## config.mk

```make
export PLATFORM = sky130hd
export DESIGN_NAME = joystick_mode_drive_controller_flat
export DESIGN_NICKNAME = d
export VERILOG_FILES = /design/src/rtl/jmdc_pkg.sv /design/src/rtl/jmdc_if.sv /design/src/rtl/jmdc_grip_speed.sv /design/src/rtl/jmdc_step.sv /design/src/rtl/joystick_mode_drive_controller.sv /design/src/flat_wrapper.sv
export SDC_FILE = /design/constraint.sdc
export NUM_CORES = 1
export LEC_CHECK = 0
export BUFFER_PORTS_ARGS = -buffer_cell sky130_fd_sc_hd__buf_4
export CAP_MARGIN = 20
export CORE_MARGIN = 2
export CORE_UTILIZATION = 65
export CTS_CLUSTER_SIZE = 10
export DETAILED_ROUTE_END_ITERATION = 7
export PLACE_DENSITY = 0.87
export SETUP_SLACK_MARGIN = 0.15
export SLEW_MARGIN = 15
export SYNTH_ARGS = -nofsm -noshare
export SYNTH_HDL_FRONTEND = slang
export SYNTH_SLANG_ARGS = --single-unit
```

## constraint.sdc

```tcl
create_clock -name clk -period 10.65 [get_ports clk]
set_input_delay 2.13 -clock clk [delete_from_list [all_inputs] [get_ports clk]]
set_output_delay 2.13 -clock clk [all_outputs]
set_load 0.05 [all_outputs]
```

## src/rtl/jmdc_pkg.sv

```systemverilog
// ---------------------------------------------------------------------------
// Joystick mode drive controller package
// Codes, item types and the axis classifier shared by the controller files.
// ---------------------------------------------------------------------------
package jmdc_pkg;

  typedef enum logic [1:0] {
    MODE_INIT   = 2'd0,
    MODE_MANUAL = 2'd1,
    MODE_AUTO   = 2'd2,
    MODE_SELECT = 2'd3
  } mode_t;

  typedef logic [1:0] move_t;
  localparam move_t MOVE_HORIZ  = 2'd0;
  localparam move_t MOVE_VERT   = 2'd1;
  localparam move_t MOVE_SCREEN = 2'd2;

  typedef logic [1:0] event_t;
  localparam event_t EV_NONE = 2'd0;
  localparam event_t EV_SW1  = 2'd1;
  localparam event_t EV_SW2  = 2'd2;
  localparam event_t EV_SW3  = 2'd3;

  typedef logic [2:0] cmd_t;
  localparam cmd_t CMD_NONE      = 3'd0;
  localparam cmd_t CMD_FWD_FAST  = 3'd1;
  localparam cmd_t CMD_FWD_SLOW  = 3'd2;
  localparam cmd_t CMD_BACK_SLOW = 3'd3;
  localparam cmd_t CMD_BACK_FAST = 3'd4;
  localparam cmd_t CMD_STOP      = 3'd5;

  typedef logic [1:0] grip_t;
  localparam grip_t GRIP_NONE  = 2'd0;
  localparam grip_t GRIP_CLOSE = 2'd1;
  localparam grip_t GRIP_OPEN  = 2'd2;
  localparam grip_t GRIP_STOP  = 2'd3;

  typedef logic [1:0] tgt_t;
  localparam tgt_t TGT_NONE = 2'd0;
  localparam tgt_t TGT_GO   = 2'd1;
  localparam tgt_t TGT_SAVE = 2'd2;

  typedef logic [2:0] scr_t;
  localparam scr_t SCR_NONE   = 3'd0;
  localparam scr_t SCR_INTRO  = 3'd1;
  localparam scr_t SCR_MENU   = 3'd2;
  localparam scr_t SCR_UP     = 3'd3;
  localparam scr_t SCR_DOWN   = 3'd4;
  localparam scr_t SCR_SAVING = 3'd5;

  localparam int JOY_W = 14;
  typedef logic [JOY_W-1:0] joy_t;

  localparam joy_t X_HI      = 14'd13500;
  localparam joy_t Y_HI      = 14'd14000;
  localparam joy_t AX_FWD    = 14'd10000;
  localparam joy_t AX_BACK   = 14'd7000;
  localparam joy_t AX_FAST   = 14'd2000;
  localparam joy_t GRIP_CLO  = 14'd9000;
  localparam joy_t GRIP_OPN  = 14'd7000;
  localparam joy_t MENU_UP   = 14'd10000;
  localparam joy_t MENU_DOWN = 14'd5000;

  localparam int CLOSE_DIV = 7500;
  localparam int OPEN_DIV  = 875;
  localparam int SPEED_MAX = 16;

  typedef logic [1:0] slot_t;
  localparam slot_t SLOT_LAST = 2'd3;

  typedef struct packed {
    event_t new_event;
    joy_t   joy_x;
    joy_t   joy_y;
  } item_t;

  typedef struct packed {
    mode_t      mode_now;
    move_t      movement_now;
    cmd_t       cart_x_cmd;
    cmd_t       cart_y_cmd;
    cmd_t       lift_cmd;
    grip_t      grip_cmd;
    logic [4:0] grip_speed;
    slot_t      menu_position;
    tgt_t       target_action;
    scr_t       screen_action;
  } result_t;

  typedef struct packed {
    mode_t  mode;
    move_t  movement;
    event_t pending;
    slot_t  slot;
    logic   latch;
  } state_t;

  function automatic cmd_t classify_axis(input joy_t v, input joy_t hi);
    cmd_t c;
    if (v > hi) begin
      c = CMD_FWD_FAST;
    end else if (v > AX_FWD && v < hi) begin
      c = CMD_FWD_SLOW;
    end else if (v < AX_BACK && v > AX_FAST) begin
      c = CMD_BACK_SLOW;
    end else if (v < AX_FAST) begin
      c = CMD_BACK_FAST;
    end else begin
      c = CMD_STOP;
    end
    return c;
  endfunction

endpackage

```

## src/rtl/jmdc_if.sv

```systemverilog
// ---------------------------------------------------------------------------
// Joystick mode drive controller channels
// Valid/ready channels for input items and result items.
// ---------------------------------------------------------------------------
interface jmdc_in_if;
  logic        valid;
  logic        ready;
  logic [1:0]  new_event;
  logic [13:0] joy_x;
  logic [13:0] joy_y;

  modport source (output valid, output new_event, output joy_x, output joy_y, input ready);
  modport sink   (input valid, input new_event, input joy_x, input joy_y, output ready);
  modport mon    (input valid, input new_event, input joy_x, input joy_y, input ready);
endinterface

interface jmdc_out_if;
  logic       valid;
  logic       ready;
  logic [1:0] mode_now;
  logic [1:0] movement_now;
  logic [2:0] cart_x_cmd;
  logic [2:0] cart_y_cmd;
  logic [2:0] lift_cmd;
  logic [1:0] grip_cmd;
  logic [4:0] grip_speed;
  logic [1:0] menu_position;
  logic [1:0] target_action;
  logic [2:0] screen_action;

  modport source (
    output valid, output mode_now, output movement_now, output cart_x_cmd,
    output cart_y_cmd, output lift_cmd, output grip_cmd, output grip_speed,
    output menu_position, output target_action, output screen_action,
    input ready
  );
  modport sink (
    input valid, input mode_now, input movement_now, input cart_x_cmd,
    input cart_y_cmd, input lift_cmd, input grip_cmd, input grip_speed,
    input menu_position, input target_action, input screen_action,
    output ready
  );
  modport mon (
    input valid, input mode_now, input movement_now, input cart_x_cmd,
    input cart_y_cmd, input lift_cmd, input grip_cmd, input grip_speed,
    input menu_position, input target_action, input screen_action,
    input ready
  );
endinterface

```

## src/rtl/jmdc_grip_speed.sv

```systemverilog
// ---------------------------------------------------------------------------
// Gripper speed
// Open/close decision and speed from the first axis by threshold counting.
// ---------------------------------------------------------------------------
module jmdc_grip_speed (
  input  jmdc_pkg::joy_t  joy_x,
  output jmdc_pkg::grip_t grip_cmd,
  output logic [4:0]      grip_speed
);
  import jmdc_pkg::*;

  localparam int NCLOSE = SPEED_MAX - 1;

  joy_t              close_d;
  logic [17:0]       close_d16;
  logic [14:0]       open_x2;
  logic [NCLOSE-1:0] close_hit;
  logic [SPEED_MAX-1:0] open_hit;
  logic [4:0]        close_spd;
  logic [4:0]        open_cnt;

  assign close_d   = joy_x - GRIP_CLO;
  assign close_d16 = {close_d, 4'b0000};
  assign open_x2   = {joy_x, 1'b0};

  // floor(d*16/7500): count multiples of 7500 reached
  always_comb begin
    for (int k = 0; k < NCLOSE; k++) begin
      close_hit[k] = close_d16 >= 18'((k + 1) * CLOSE_DIV);
    end
  end

  // ceil(2g/875): count multiples of 875 exceeded
  always_comb begin
    for (int k = 0; k < SPEED_MAX; k++) begin
      open_hit[k] = open_x2 > 15'(k * OPEN_DIV);
    end
  end

  assign close_spd = 5'($countones(close_hit));
  assign open_cnt  = 5'($countones(open_hit));

  always_comb begin
    if (joy_x > GRIP_CLO) begin
      grip_cmd   = GRIP_CLOSE;
      grip_speed = close_spd;
    end else if (joy_x < GRIP_OPN) begin
      grip_cmd   = GRIP_OPEN;
      grip_speed = 5'(SPEED_MAX) - open_cnt;
    end else begin
      grip_cmd   = GRIP_STOP;
      grip_speed = 5'd0;
    end
  end

endmodule

```

## src/rtl/jmdc_step.sv

```systemverilog
// ---------------------------------------------------------------------------
// Controller step
// Mode machine then movement machine for one tick; next state and result.
// ---------------------------------------------------------------------------
module jmdc_step (
  input  jmdc_pkg::state_t  state_cur,
  input  jmdc_pkg::item_t   item,
  output jmdc_pkg::state_t  state_nxt,
  output jmdc_pkg::result_t res
);
  import jmdc_pkg::*;

  grip_t      grip_code;
  logic [4:0] grip_spd;

  jmdc_grip_speed u_grip (
    .joy_x      (item.joy_x),
    .grip_cmd   (grip_code),
    .grip_speed (grip_spd)
  );

  always_comb begin
    state_nxt = state_cur;
    res       = '0;

    if (item.new_event != EV_NONE) begin
      state_nxt.pending = item.new_event;
    end

    if (state_cur.movement != 2'd3) begin
      // mode machine
      unique case (state_cur.mode)
        MODE_INIT: begin
          if (state_nxt.pending == EV_SW1) begin
            state_nxt.pending  = EV_NONE;
            state_nxt.mode     = MODE_MANUAL;
            state_nxt.movement = MOVE_HORIZ;
          end
        end
        MODE_MANUAL: begin
          if (state_nxt.pending == EV_SW1 || state_nxt.pending == EV_SW2) begin
            state_nxt.mode     = (state_nxt.pending == EV_SW1) ? MODE_AUTO : MODE_SELECT;
            state_nxt.pending  = EV_NONE;
            state_nxt.movement = MOVE_SCREEN;
            res.cart_x_cmd     = CMD_STOP;
            res.cart_y_cmd     = CMD_STOP;
            res.lift_cmd       = CMD_STOP;
            res.grip_cmd       = GRIP_STOP;
            res.screen_action  = SCR_MENU;
          end
        end
        MODE_AUTO: begin
          if (state_nxt.pending == EV_SW1) begin
            state_nxt.pending  = EV_NONE;
            state_nxt.mode     = MODE_MANUAL;
            state_nxt.movement = MOVE_HORIZ;
            res.screen_action  = SCR_INTRO;
          end else if (state_nxt.pending == EV_SW2) begin
            state_nxt.pending  = EV_NONE;
            res.target_action  = TGT_GO;
          end
        end
        MODE_SELECT: begin
          if (state_nxt.pending == EV_SW1) begin
            state_nxt.pending  = EV_NONE;
            state_nxt.mode     = MODE_MANUAL;
            state_nxt.movement = MOVE_HORIZ;
            res.screen_action  = SCR_INTRO;
          end else if (state_nxt.pending == EV_SW2) begin
            state_nxt.pending  = EV_NONE;
            res.target_action  = TGT_SAVE;
            res.screen_action  = SCR_SAVING;
          end
        end
        default: begin
        end
      endcase

      // movement machine, in the possibly new movement
      case (state_nxt.movement)
        MOVE_HORIZ: begin
          if (state_nxt.pending == EV_SW3) begin
            state_nxt.pending  = EV_NONE;
            state_nxt.movement = MOVE_VERT;
            res.cart_x_cmd     = CMD_STOP;
            res.cart_y_cmd     = CMD_STOP;
          end else begin
            res.cart_x_cmd = classify_axis(item.joy_x, X_HI);
            res.cart_y_cmd = classify_axis(item.joy_y, Y_HI);
          end
        end
        MOVE_VERT: begin
          if (state_nxt.pending == EV_SW3) begin
            state_nxt.pending  = EV_NONE;
            state_nxt.movement = MOVE_HORIZ;
            res.lift_cmd       = CMD_STOP;
            res.grip_cmd       = GRIP_STOP;
            res.grip_speed     = 5'd0;
          end else begin
            res.lift_cmd   = classify_axis(item.joy_y, Y_HI);
            res.grip_cmd   = grip_code;
            res.grip_speed = grip_spd;
          end
        end
        default: begin
          if (item.joy_y > MENU_UP) begin
            if (!state_cur.latch) begin
              res.screen_action = SCR_UP;
              if (state_cur.slot != '0) begin
                state_nxt.slot = state_cur.slot - 2'd1;
              end
            end
            state_nxt.latch = 1'b1;
          end else if (item.joy_y < MENU_DOWN) begin
            if (!state_cur.latch) begin
              res.screen_action = SCR_DOWN;
              if (state_cur.slot != SLOT_LAST) begin
                state_nxt.slot = state_cur.slot + 2'd1;
              end
            end
            state_nxt.latch = 1'b1;
          end else begin
            state_nxt.latch = 1'b0;
          end
        end
      endcase
    end

    res.mode_now      = state_nxt.mode;
    res.movement_now  = state_nxt.movement;
    res.menu_position = state_nxt.slot;
  end

endmodule

```

## src/rtl/joystick_mode_drive_controller.sv

```systemverilog
// An accepted item waits in the input register; its result loads into the
// result register and shows on the out ports once that register is empty or taken.
// Throughput: one item per cycle while the out channel is not stalled; the tick
// logic sits between the input register and the result register, and the
// controller state updates as the result register loads.
// Reset (rst_n low, synchronous): both stages empty, init mode, screen movement,
// no pending event, menu slot 0, menu latch released.
// ---------------------------------------------------------------------------
// Joystick mode drive controller
// Input register, one-tick controller step and result register.
// ---------------------------------------------------------------------------
module joystick_mode_drive_controller (
  input logic        clk,
  input logic        rst_n,
  jmdc_in_if.sink    in_chan,
  jmdc_out_if.source out_chan
);
  import jmdc_pkg::*;

  localparam state_t STATE_RESET = '{
    mode:     MODE_INIT,
    movement: MOVE_SCREEN,
    pending:  EV_NONE,
    slot:     2'd0,
    latch:    1'b0
  };

  logic    in_valid_r;
  item_t   in_item_r;
  logic    out_valid_r;
  result_t out_res_r;
  state_t  state_r;
  state_t  state_nxt;
  result_t res_nxt;
  logic    advance;
  logic    in_take;

  assign advance       = in_valid_r && (!out_valid_r || out_chan.ready);
  assign in_chan.ready = !in_valid_r || advance;
  assign in_take       = in_chan.valid && in_chan.ready;

  jmdc_step u_step (
    .state_cur (state_r),
    .item      (in_item_r),
    .state_nxt (state_nxt),
    .res       (res_nxt)
  );

  always_ff @(posedge clk) begin
    if (!rst_n) begin
      in_valid_r  <= 1'b0;
      out_valid_r <= 1'b0;
      state_r     <= STATE_RESET;
    end else begin
      if (in_chan.ready) begin
        in_valid_r <= in_chan.valid;
      end
      if (advance) begin
        out_valid_r <= 1'b1;
        state_r     <= state_nxt;
      end else if (out_chan.ready) begin
        out_valid_r <= 1'b0;
      end
    end
  end

  always_ff @(posedge clk) begin
    if (in_take) begin
      in_item_r.new_event <= in_chan.new_event;
      in_item_r.joy_x     <= in_chan.joy_x;
      in_item_r.joy_y     <= in_chan.joy_y;
    end
    if (advance) begin
      out_res_r <= res_nxt;
    end
  end

  assign out_chan.valid         = out_valid_r;
  assign out_chan.mode_now      = out_res_r.mode_now;
  assign out_chan.movement_now  = out_res_r.movement_now;
  assign out_chan.cart_x_cmd    = out_res_r.cart_x_cmd;
  assign out_chan.cart_y_cmd    = out_res_r.cart_y_cmd;
  assign out_chan.lift_cmd      = out_res_r.lift_cmd;
  assign out_chan.grip_cmd      = out_res_r.grip_cmd;
  assign out_chan.grip_speed    = out_res_r.grip_speed;
  assign out_chan.menu_position = out_res_r.menu_position;
  assign out_chan.target_action = out_res_r.target_action;
  assign out_chan.screen_action = out_res_r.screen_action;

endmodule

```

## src/flat_wrapper.sv

```systemverilog
// flat-port wrapper written by rule: the top's interface ports become plain ports
module joystick_mode_drive_controller_flat import jmdc_pkg::*;
  (clk, rst_n, in_chan_valid, in_chan_new_event, in_chan_joy_x, in_chan_joy_y, in_chan_ready, out_chan_valid, out_chan_mode_now, out_chan_movement_now, out_chan_cart_x_cmd, out_chan_cart_y_cmd, out_chan_lift_cmd, out_chan_grip_cmd, out_chan_grip_speed, out_chan_menu_position, out_chan_target_action, out_chan_screen_action, out_chan_ready);
  jmdc_in_if in_chan_i ();
  jmdc_out_if out_chan_i ();
  input logic clk;
  input logic rst_n;
  input wire logic [$bits(in_chan_i.valid)-1:0] in_chan_valid;
  input wire logic [$bits(in_chan_i.new_event)-1:0] in_chan_new_event;
  input wire logic [$bits(in_chan_i.joy_x)-1:0] in_chan_joy_x;
  input wire logic [$bits(in_chan_i.joy_y)-1:0] in_chan_joy_y;
  output wire logic [$bits(in_chan_i.ready)-1:0] in_chan_ready;
  output wire logic [$bits(out_chan_i.valid)-1:0] out_chan_valid;
  output wire logic [$bits(out_chan_i.mode_now)-1:0] out_chan_mode_now;
  output wire logic [$bits(out_chan_i.movement_now)-1:0] out_chan_movement_now;
  output wire logic [$bits(out_chan_i.cart_x_cmd)-1:0] out_chan_cart_x_cmd;
  output wire logic [$bits(out_chan_i.cart_y_cmd)-1:0] out_chan_cart_y_cmd;
  output wire logic [$bits(out_chan_i.lift_cmd)-1:0] out_chan_lift_cmd;
  output wire logic [$bits(out_chan_i.grip_cmd)-1:0] out_chan_grip_cmd;
  output wire logic [$bits(out_chan_i.grip_speed)-1:0] out_chan_grip_speed;
  output wire logic [$bits(out_chan_i.menu_position)-1:0] out_chan_menu_position;
  output wire logic [$bits(out_chan_i.target_action)-1:0] out_chan_target_action;
  output wire logic [$bits(out_chan_i.screen_action)-1:0] out_chan_screen_action;
  input wire logic [$bits(out_chan_i.ready)-1:0] out_chan_ready;
  assign in_chan_i.valid = in_chan_valid;
  assign in_chan_i.new_event = in_chan_new_event;
  assign in_chan_i.joy_x = in_chan_joy_x;
  assign in_chan_i.joy_y = in_chan_joy_y;
  assign in_chan_ready = in_chan_i.ready;
  assign out_chan_valid = out_chan_i.valid;
  assign out_chan_mode_now = out_chan_i.mode_now;
  assign out_chan_movement_now = out_chan_i.movement_now;
  assign out_chan_cart_x_cmd = out_chan_i.cart_x_cmd;
  assign out_chan_cart_y_cmd = out_chan_i.cart_y_cmd;
  assign out_chan_lift_cmd = out_chan_i.lift_cmd;
  assign out_chan_grip_cmd = out_chan_i.grip_cmd;
  assign out_chan_grip_speed = out_chan_i.grip_speed;
  assign out_chan_menu_position = out_chan_i.menu_position;
  assign out_chan_target_action = out_chan_i.target_action;
  assign out_chan_screen_action = out_chan_i.screen_action;
  assign out_chan_i.ready = out_chan_ready;
  joystick_mode_drive_controller u_core (.clk(clk), .rst_n(rst_n), .in_chan(in_chan_i), .out_chan(out_chan_i));
endmodule
```

==> impl_metrics.yaml, run 1 <==
run_status:
  status: "finished, final reports clean"
cts:
  cts_buffers: 9
  clk_pin_slew_ns: 0.08
  cts_setup_buffers: 0
  insertion_delay_ns: 0.36
  tritoncts: "yes"
  root_buffer: "clkbuf_8"
  cts_resized: 0
  hold_buffers: 0
  cts_sinks: 68
  clk_path_buf_depth: 2
  htree_levels: 3
place:
  place_area_um2: 6120
  dpl.cell_count: 763
  numPortBuffers: 62
  routabilityCongestion: 1.01
  hpwl_um: 11100
  dpl_worst_slack_ns: 4.67
synthesis:
  ys_warn_count: 0
  synth_edf_count: 57
  async_flop_share_pct: 0
  ys_ff_latch: 68
  syn_nets: 713
  synthDistinctLibCells: 83
  synthCells: 626
  ys_seq_area_share_pct: 34.0
  synth_area_um2: 5680
  ys.flop_type: "edfxtp_1"
  syn_avg_cell_area_um2: 9.07
floorplanning:
  die_y_um: 97.5
  io_pins: 63
  die_w_um: 97.5
  core-area_um2: 8590
  rows: 34
  dieArea_um2: 9500
  initial_core_util_pct: 66.1
sta:
  whs_ns: 0.529
  setup_viol: 0
  drv_slew: 0
  fmax_mhz: 165
  rsz0062_at_grt: "no"
  relSlewSlack_pct: 40.3
  min_period_ns: 6.04
  fin_skew_ns: 0.00736
  finalCritPeriodShare_pct: 56.7
  fin_tns_setup_ns: 0
  hold_violations: 0
  worst_pin_slew_ns: 0.889
  setup_slack_ns: 4.61
global_route:
  grt_overflow_total: 0
  grt_pass1_vias: 4873
  grt_max_degree: 35
  grt_pass1_wl_um: 23200
  antenna_found_initial: 0
  grt_use_total_pct: 30.0
final_layout:
  stdcell_count: 780
  layout_common_cells: "inv_1, buf_4, edfxtp_1"
  drive_gt1_share_pct: 15.5
  design_area_um2: 6370
  final_common_cell: "inv_1"
  num-nets-final: 754
  antennaDiodeCount: 0
  final_core_util_pct: 74.2
  area_delta_synth_final_pct: 12.2
drt:
  dr.pass1.iters: 5
  drc: 0
  routedWlPerCell_um: 18.8
  drt.antenna.violating_nets: 0
  vias: 5184
  wirelength_um: 14600
  drtIter0Drc: 611
  vias_per_cell: 6.65
setup_path:
  worstSetupPathType: "reg -> reg"
  cp_cell_sequence: "inv_1 > ha_1 > nor2b_1 > o21ai_2 > xnor2_1 > nand2_1 > o32ai_1 > ha_1 > fa_1 > fa_1 > inv_1 > fa_1 > inv_1 > ha_1 > a21o_1 > a21oi_1 > xnor2_1 > o2bb2ai_1"
  startpoint_type: "register"
  end_kind: "register"
  cp.arrival_ns: 6.14
  critPathRequiredTime_ns: 10.75
  crit_family: "adder cells"
  critPathMaxFanout: 24
  slowest_delay_ns: 0.83
  crit_buf_inv: 3
  crit_slowest_cell: "edfxtp_1"
flow_run:
  cap_violations: 0
pwr:
  p_leak_nw: 2.52
  p_per_area_nw_per_um2: 152
  vdd_drop_max_mv: 0.133
  total_power_uw: 970
worst_hold_path:
  hp-class: "reg -> reg"
==> worst paths after layout <==
path / end / slack [ns] / cells past startpoint / start
worst max-delay path: u_core.out_chan.grip_speed[3]$_SDFFCE_PP0P_ / 4.61 / 18 / u_core.in_item_r[17]$_DFFE_PP_
worst min-delay path: u_core.out_chan.valid$_SDFFE_PN0P_ / 0.53 / 1 / u_core.in_valid_r$_SDFFE_PN0N_
worst max register to register: u_core.out_chan.grip_speed[3]$_SDFFCE_PP0P_ / 4.61 / 18 / u_core.in_item_r[17]$_DFFE_PP_
worst min register to register: u_core.out_chan.valid$_SDFFE_PN0P_ / 0.53 / 1 / u_core.in_valid_r$_SDFFE_PN0N_
==> where the power goes <==
group	internal, mW	leakage (nW)	switching [mW]
Sequential	0.306	0.637	0.0237
Clock	0.133	0.110	0.107
Combinational	0.165	1.77	0.235
Total	0.604	2.52	0.366
==> per-layer routing <==
| metal | share of wire [%] | up-vias | track usage (%) | wire length, µm |
|---|---|---|---|---|
| met5 | 0 | - | 0 | 0 |
| met4 | 3.0 | 0 | 12.3 | 442 |
| met3 | 8.4 | 48 | 5.61 | 1220 |
| met2 | 47 | 303 | 47.2 | 6920 |
| met1 | 41 | 2447 | 41.2 | 6060 |
| li1 | - | 2386 | - | - |
==> final cells by class <==
cell class	instances	area [µm²]
Inverter	66	248
Tap cell	108	135
Fill cell	620	2220
Sequential cell	68	1930
Timing Repair Buffer	64	500
Clock inverter	7	98.8
Multi-Input combinational cell	458	3340
Clock buffer	9	124
==> state kept, by name, indices dropped and copies added (netlist names), 3 cells and up <==
register	cells
u_core.out_chan.cart_x_cmd	3
u_core.state_r	9
u_core.out_chan.cart_y_cmd	3
u_core.out_chan.screen_action	3
u_core.out_chan.lift_cmd	3
u_core.in_item_r	30
u_core.out_chan.grip_speed	5
==> Yosys cell counts, types with 5 or more instances <==
master | number | area share (%)
nor3_1 | 23 | 2.0
o21ai_0 | 48 | 4.2
nand4_1 | 13 | 1.4
nor2b_1 | 12 | 1.3
edfxtp_1 | 57 | 30
o22ai_1 | 5 | 0.55
a21oi_1 | 38 | 3.3
dfxtp_1 | 11 | 3.9
a31oi_1 | 11 | 1.2
buf_2 | 17 | 1.5
and2_1 | 11 | 1.2
inv_1 | 64 | 4.2
clkbuf_1 | 10 | 0.66
ha_1 | 33 | 7.3
o211ai_1 | 9 | 1.2
and3_1 | 7 | 0.77
o41ai_1 | 5 | 0.77
fa_1 | 20 | 7.0
xnor2_1 | 9 | 1.4
nor2_1 | 41 | 2.7
a21o_1 | 6 | 0.79
nand3_1 | 7 | 0.62
o2bb2ai_1 | 5 | 0.77
a211oi_1 | 8 | 1.1
a311oi_1 | 6 | 0.93
nor4_1 | 6 | 0.66
o31ai_1 | 7 | 0.93
nand2_1 | 42 | 2.8
==> cell families (layout without fill, tap and decap cells) <==
kind of cell             Yosys count  in the layout  share of synthesized area, %
XOR/XNOR                          13             13                          2.00
adder cells (fa/ha/maj)           54             54                          14.5
buffers and inverters            100            146                          7.27
AND/OR/NAND/NOR                  198            198                          18.9
multiplexers                       5              5                         0.903
flip-flops                        68             68                          34.0
AO/OA/AOI/OAI                    188            188                          22.4
Note: power is estimated with default switching activity, not from simulation.
==> run 2, diff against run 1 <==
--- a/config.mk
+++ b/config.mk
@@ -8,10 +8,10 @@
 export BUFFER_PORTS_ARGS = -buffer_cell sky130_fd_sc_hd__buf_4
 export CAP_MARGIN = 20
 export CORE_MARGIN = 2
-export CORE_UTILIZATION = 65
+export CORE_UTILIZATION = 60
 export CTS_CLUSTER_SIZE = 10
 export DETAILED_ROUTE_END_ITERATION = 7
-export PLACE_DENSITY = 0.87
+export PLACE_DENSITY = 0.81
 export SETUP_SLACK_MARGIN = 0.15
 export SLEW_MARGIN = 15
 export SYNTH_ARGS = -nofsm -noshare
==> constraint.sdc (replaced) <==
create_clock -name clk -period 5.7 [get_ports clk]
set_input_delay 1.14 -clock clk [delete_from_list [all_inputs] [get_ports clk]]
set_output_delay 1.14 -clock clk [all_outputs]
set_load 0.05 [all_outputs]
==> run 2 against run 1 <==
  * Clock power up 76%
  * Die area up 8.0%
  * Register-to-register slack worse by 4.2 ns
  * Fmax up 14%
  * Via count down 0.81%
  * Non-clock buffer count up 15
  * Combinational power up 91%
  * Sequential power up 82%
  * Critical path depth down 2
  * Routed wire length up 1.6%
  * Utilization down 3.4 points
  * Count of clock-buffer cells in the layout unchanged
  * Highest routed layer unchanged
==> impl_metrics.yaml, run 2 (same netlist as run 1, synthesis figures left out) <==
floorplanning:
  die_y_um: 101
  rows: 35
  die_w_um: 101
  core-area_um2: 9200
  io_pins: 63
  dieArea_um2: 10300
  initial_core_util_pct: 61.8
drt:
  drc: 0
  dr.pass1.iters: 7
  routedWlPerCell_um: 18.6
  vias_per_cell: 6.44
  wirelength_um: 14900
  drtIter0Drc: 594
  vias: 5142
  drt.antenna.violating_nets: 0
final_layout:
  antennaDiodeCount: 0
  num-nets-final: 769
  layout_common_cells: "buf_4, inv_1, edfxtp_1"
  final_core_util_pct: 70.8
  largest_reg_flops: 30
  fill_cells: 715
  area_delta_synth_final_pct: 14.6
  drive_gt1_share_pct: 18.0
  largest-register: "u_core.in_item_r"
  final_common_cell: "buf_4"
cts:
  clk_path_buf_depth: 2
  cts_setup_buffers: 0
  htree_levels: 3
  tritoncts: "yes"
  hold_buffers: 0
  insertion_delay_ns: 0.35
  clk_pin_slew_ns: 0.09
  root_buffer: "clkbuf_8"
  cts_buffers: 9
  cts_sinks: 68
setup_path:
  cp_cell_sequence: "inv_1 > o21bai_1 > a311oi_1 > o21ai_0 > ha_1 > inv_1 > fa_1 > inv_1 > fa_1 > fa_1 > fa_1 > inv_1 > ha_1 > fa_1 > xor2_1 > o2bb2ai_1"
  crit_slowest_cell: "edfxtp_1"
  critPathRequiredTime_ns: 5.80
  slowest_delay_ns: 0.71
  cp.arrival_ns: 5.40
  worstSetupPathType: "reg -> reg"
  end_kind: "register"
  startpoint_type: "register"
  critPathMaxFanout: 16
  cpMostUsedCell: "fa_1"
global_route:
  antenna_found_initial: 0
  grt_use_total_pct: 30.0
  grt_pass1_wl_um: 24300
  grt_pass1_vias: 4913
  grt_overflow_total: 0
  grt_max_degree: 35
sta:
  finalCritPeriodShare_pct: 93.0
  worst_pin_slew_ns: 0.741
  relSlewSlack_pct: 49.4
  fmax_mhz: 189
  fin_tns_setup_ns: 0
  setup_viol: 0
  whs_ns: 0.524
  rsz0062_at_grt: "no"
  hold_violations: 0
  min_period_ns: 5.30
  fin_skew_ns: 0.0142
  drv_slew: 0
  setup_slack_ns: 0.398
place:
  hpwl_um: 11400
  numPortBuffers: 62
  dpl_worst_slack_ns: 0.308
  routabilityCongestion: 1.00
worst_hold_path:
  hp-class: "reg -> reg"
pwr:
  total_power_mw: 1.79
  p_per_area_nw_per_um2: 275
  vdd_drop_max_mv: 0.187
  p_leak_nw: 2.60
run_status:
  status: "finished, final reports clean"
flow_run:
  cap_violations: 0
==> run 2: power by group <==
group | switching [mW] | leakage [nW] | internal, mW
clock | 0.212 | 0.0988 | 0.210
combinational | 0.450 | 1.86 | 0.316
sequential | 0.0300 | 0.637 | 0.572
total | 0.691 | 2.60 | 1.10
==> run 2: worst paths after layout <==
path	slack [ns]	to	start	cells after the start
setup / recovery	0.40	u_core.out_chan.grip_speed[4]$_SDFFCE_PP0P_	u_core.in_item_r[20]$_DFFE_PP_	16
hold / removal	0.52	u_core.state_r[3]$_SDFFE_PN0P_	u_core.state_r[3]$_SDFFE_PN0P_	2
setup reg to reg	0.40	u_core.out_chan.grip_speed[4]$_SDFFCE_PP0P_	u_core.in_item_r[20]$_DFFE_PP_	16
hold reg to reg	0.52	u_core.state_r[3]$_SDFFE_PN0P_	u_core.state_r[3]$_SDFFE_PN0P_	2
==> run 2: repair_timing <==
action,4_1_cts,5_1_grt
endpoints found under the hold margin,0,0
endpoints found under the setup margin,0,4
gates resized for setup,0,6
==> run 2: per-stage QoR <==
step / instances / instance area, µm²
finish: 798 / 6510
global route: 798 / 6510
CTS: 797 / 6450
detailed placement: 781 / 6240
global placement: 781 / 6240
floorplan: 626 / 5680
==> run 2: cell type report <==
| cell class | instances | area [µm²] | share of cell area, % |
|---|---|---|---|
| repair buffers | 79 | 613 | 9.42 |
| inverters | 66 | 248 | 3.81 |
| multi-input cells | 458 | 3370 | 51.8 |
| clock buffers | 9 | 124 | 1.90 |
| clock inverters | 7 | 82.6 | 1.27 |
| well taps | 111 | 139 | 2.13 |
| flip-flops and latches | 68 | 1930 | 29.7 |
==> run 2: critical path, delay by kind of cell, from the launching register on <==
family	cells	cell delay, ns
xor gates and xnor gates	1	0.18
DFF	1	0.71
buffers and inverters	4	0.46
adders and majority gates	7	2.86
AOI/OAI and AO/OA	4	0.86
==> run 2: routing by layer <==
| metal | vias to the layer above | part of all wire [%] | global-route usage (%) |
|---|---|---|---|
| met4 | 0 | 1.6 | 6.76 |
| li1 | 2418 | - | - |
| met5 | - | 0 | 0 |
| met1 | 2428 | 43 | 42.3 |
| met3 | 28 | 8.2 | 6.35 |
| met2 | 268 | 47 | 47.9 |
==> run 3, diff against run 2 <==
--- a/config.mk
+++ b/config.mk
@@ -8,10 +8,10 @@
 export BUFFER_PORTS_ARGS = -buffer_cell sky130_fd_sc_hd__buf_4
 export CAP_MARGIN = 20
 export CORE_MARGIN = 2
-export CORE_UTILIZATION = 60
+export CORE_UTILIZATION = 65
 export CTS_CLUSTER_SIZE = 10
 export DETAILED_ROUTE_END_ITERATION = 7
-export PLACE_DENSITY = 0.81
+export PLACE_DENSITY = 0.87
 export SETUP_SLACK_MARGIN = 0.15
 export SLEW_MARGIN = 15
 export SYNTH_ARGS = -nofsm -noshare
==> constraint.sdc (replaced) <==
create_clock -name clk -period 6.75 [get_ports clk]
set_input_delay 1.35 -clock clk [delete_from_list [all_inputs] [get_ports clk]]
set_output_delay 1.35 -clock clk [all_outputs]
set_load 0.05 [all_outputs]
==> run 3 against run 2 <==
  * Cell count down 1.9%
  * Clock power down 22%
  * Critical path type unchanged
  * Sequential share of layout area up 0.67 points
  * Final area down 2.2%
  * Die area down 7.4%
  * Hold slack better by 0.0013 ns
  * Sequential power down 15%
  * Count of clock-buffer cells in the layout unchanged
  * Global-route usage up 0.53 points
  * Clock skew up 0.0086 ns
  * Power down 17%
  * Largest power group unchanged
  * Via count up 0.72%
==> impl_metrics.yaml, run 3 (same netlist as run 1, synthesis figures left out) <==
run_status:
  status: "finished, final reports clean"
sta:
  hold_violations: 0
  whs_ns: 0.525
  drv_slew: 0
  relSlewSlack_pct: 41.3
  fin_tns_setup_ns: 0
  fin_skew_ns: 0.0229
  fmax_mhz: 174
  setup_viol: 0
  min_period_ns: 5.73
  rsz0062_at_grt: "no"
  finalCritPeriodShare_pct: 84.9
  worst_pin_slew_ns: 0.874
setup_path:
  critPathMaxFanout: 14
  cp.arrival_ns: 5.91
  startpoint_type: "register"
  worstSetupPathType: "reg -> reg"
  end_kind: "register"
  critPathRequiredTime_ns: 6.93
drt:
  drc: 0
  dr.pass1.iters: 5
  drtIter0Drc: 633
  vias: 5179
  wirelength_um: 14700
  drt.antenna.violating_nets: 0
  vias_per_cell: 6.61
  routedWlPerCell_um: 18.8
final_layout:
  fill_cells: 616
  area_delta_synth_final_pct: 12.0
  num-nets-final: 757
  stdcell_count: 783
  largest_reg_flops: 30
  layout_common_cells: "buf_4, inv_1, edfxtp_1"
  antennaDiodeCount: 0
  drive_gt1_share_pct: 15.6
  final_common_cell: "buf_4"
  largest-register: "u_core.in_item_r"
floorplanning:
  die_w_um: 97.5
  die_y_um: 97.5
  rows: 34
  core-area_um2: 8590
  initial_core_util_pct: 66.1
  dieArea_um2: 9500
  io_pins: 63
pwr:
  vdd_drop_max_mv: 0.163
  p_per_area_nw_per_um2: 233
  p_leak_nw: 2.52
  total_power_mw: 1.48
cts:
  cts_sinks: 68
  clk_pin_slew_ns: 0.08
  cts_buffers: 9
  htree_levels: 3
  clk_path_buf_depth: 2
  hold_buffers: 0
  cts_setup_buffers: 0
  root_buffer: "clkbuf_8"
  tritoncts: "yes"
  cts_resized: 0
  insertion_delay_ns: 0.36
flow_run:
  cap_violations: 0
place:
  hpwl_um: 11000
  numPortBuffers: 62
  dpl.cell_count: 766
  routabilityCongestion: 0.944
global_route:
  grt_overflow_total: 0
  grt_use_total_pct: 30.5
  grt_max_degree: 35
  antenna_found_initial: 0
  grt_pass1_vias: 4923
  grt_pass1_wl_um: 23600
worst_hold_path:
  hp-class: "reg -> reg"
==> run 3: final cells by class <==
cell class / count / area [µm²] / area share [%]
Clock buffer: 9 / 124 / 1.95
Clock inverter: 7 / 67.6 / 1.06
Inverter: 66 / 248 / 3.89
Multi-Input combinational cell: 458 / 3340 / 52.4
Sequential cell: 68 / 1930 / 30.4
Tap cell: 108 / 135 / 2.12
Timing Repair Buffer: 67 / 523 / 8.22
==> run 3: path summary, 6_finish.rpt <==
check,startpoint,end,slack (ns),cells after the start
max,u_core.in_item_r[18]$_DFFE_PP_,u_core.out_chan.grip_speed[4]$_SDFFCE_PP0P_,1.02,19
min,u_core.in_valid_r$_SDFFE_PN0N_,u_core.out_chan.valid$_SDFFE_PN0P_,0.52,1
max reg2reg,u_core.in_item_r[18]$_DFFE_PP_,u_core.out_chan.grip_speed[4]$_SDFFCE_PP0P_,1.02,19
min reg2reg,u_core.in_valid_r$_SDFFE_PN0N_,u_core.out_chan.valid$_SDFFE_PN0P_,0.52,1
==> run 3: power breakdown <==
part	total [mW]	switching, mW	internal [mW]
registers	0.514	0.0313	0.483
clock network	0.331	0.163	0.169
logic	0.637	0.375	0.261
==> run 3: metal layers <==
metal  track usage, %  share of wire [%]  vias up
met5                0                  0        -
met4             11.4                2.3        0
met3             5.40                8.5       38
met2             48.5                 48      297
met1             42.1                 41     2441
li1                 -                  -     2403
==> run 3: worst max-delay path: stages (launching register included) <==
cell	delay, ns
edfxtp_1	0.60
inv_1	0.19
ha_1	0.32
nor2b_1	0.27
o21ai_2	0.11
xnor2_1	0.65
nand2_1	0.19
o32ai_1	0.39
ha_1	0.31
fa_1	0.50
fa_1	0.49
inv_1	0.05
fa_1	0.45
inv_1	0.07
ha_1	0.17
inv_1	0.06
fa_1	0.41
nor2b_1	0.14
o21bai_1	0.07
o2bb2ai_1	0.15
==> run 3: stage by stage <==
step / util, % / instance area [µm²] / setup slack, ns
2_1_floorplan: - / 5680 / 1.72
3_3_place_gp: 71.5 / 6150 / 1.33
3_5_place_dp: 71.5 / 6150 / 1.10
4_1_cts: 73.7 / 6340 / 1.06
5_1_grt: 74.1 / 6360 / 0.564
6_report: 74.1 / 6360 / 1.02
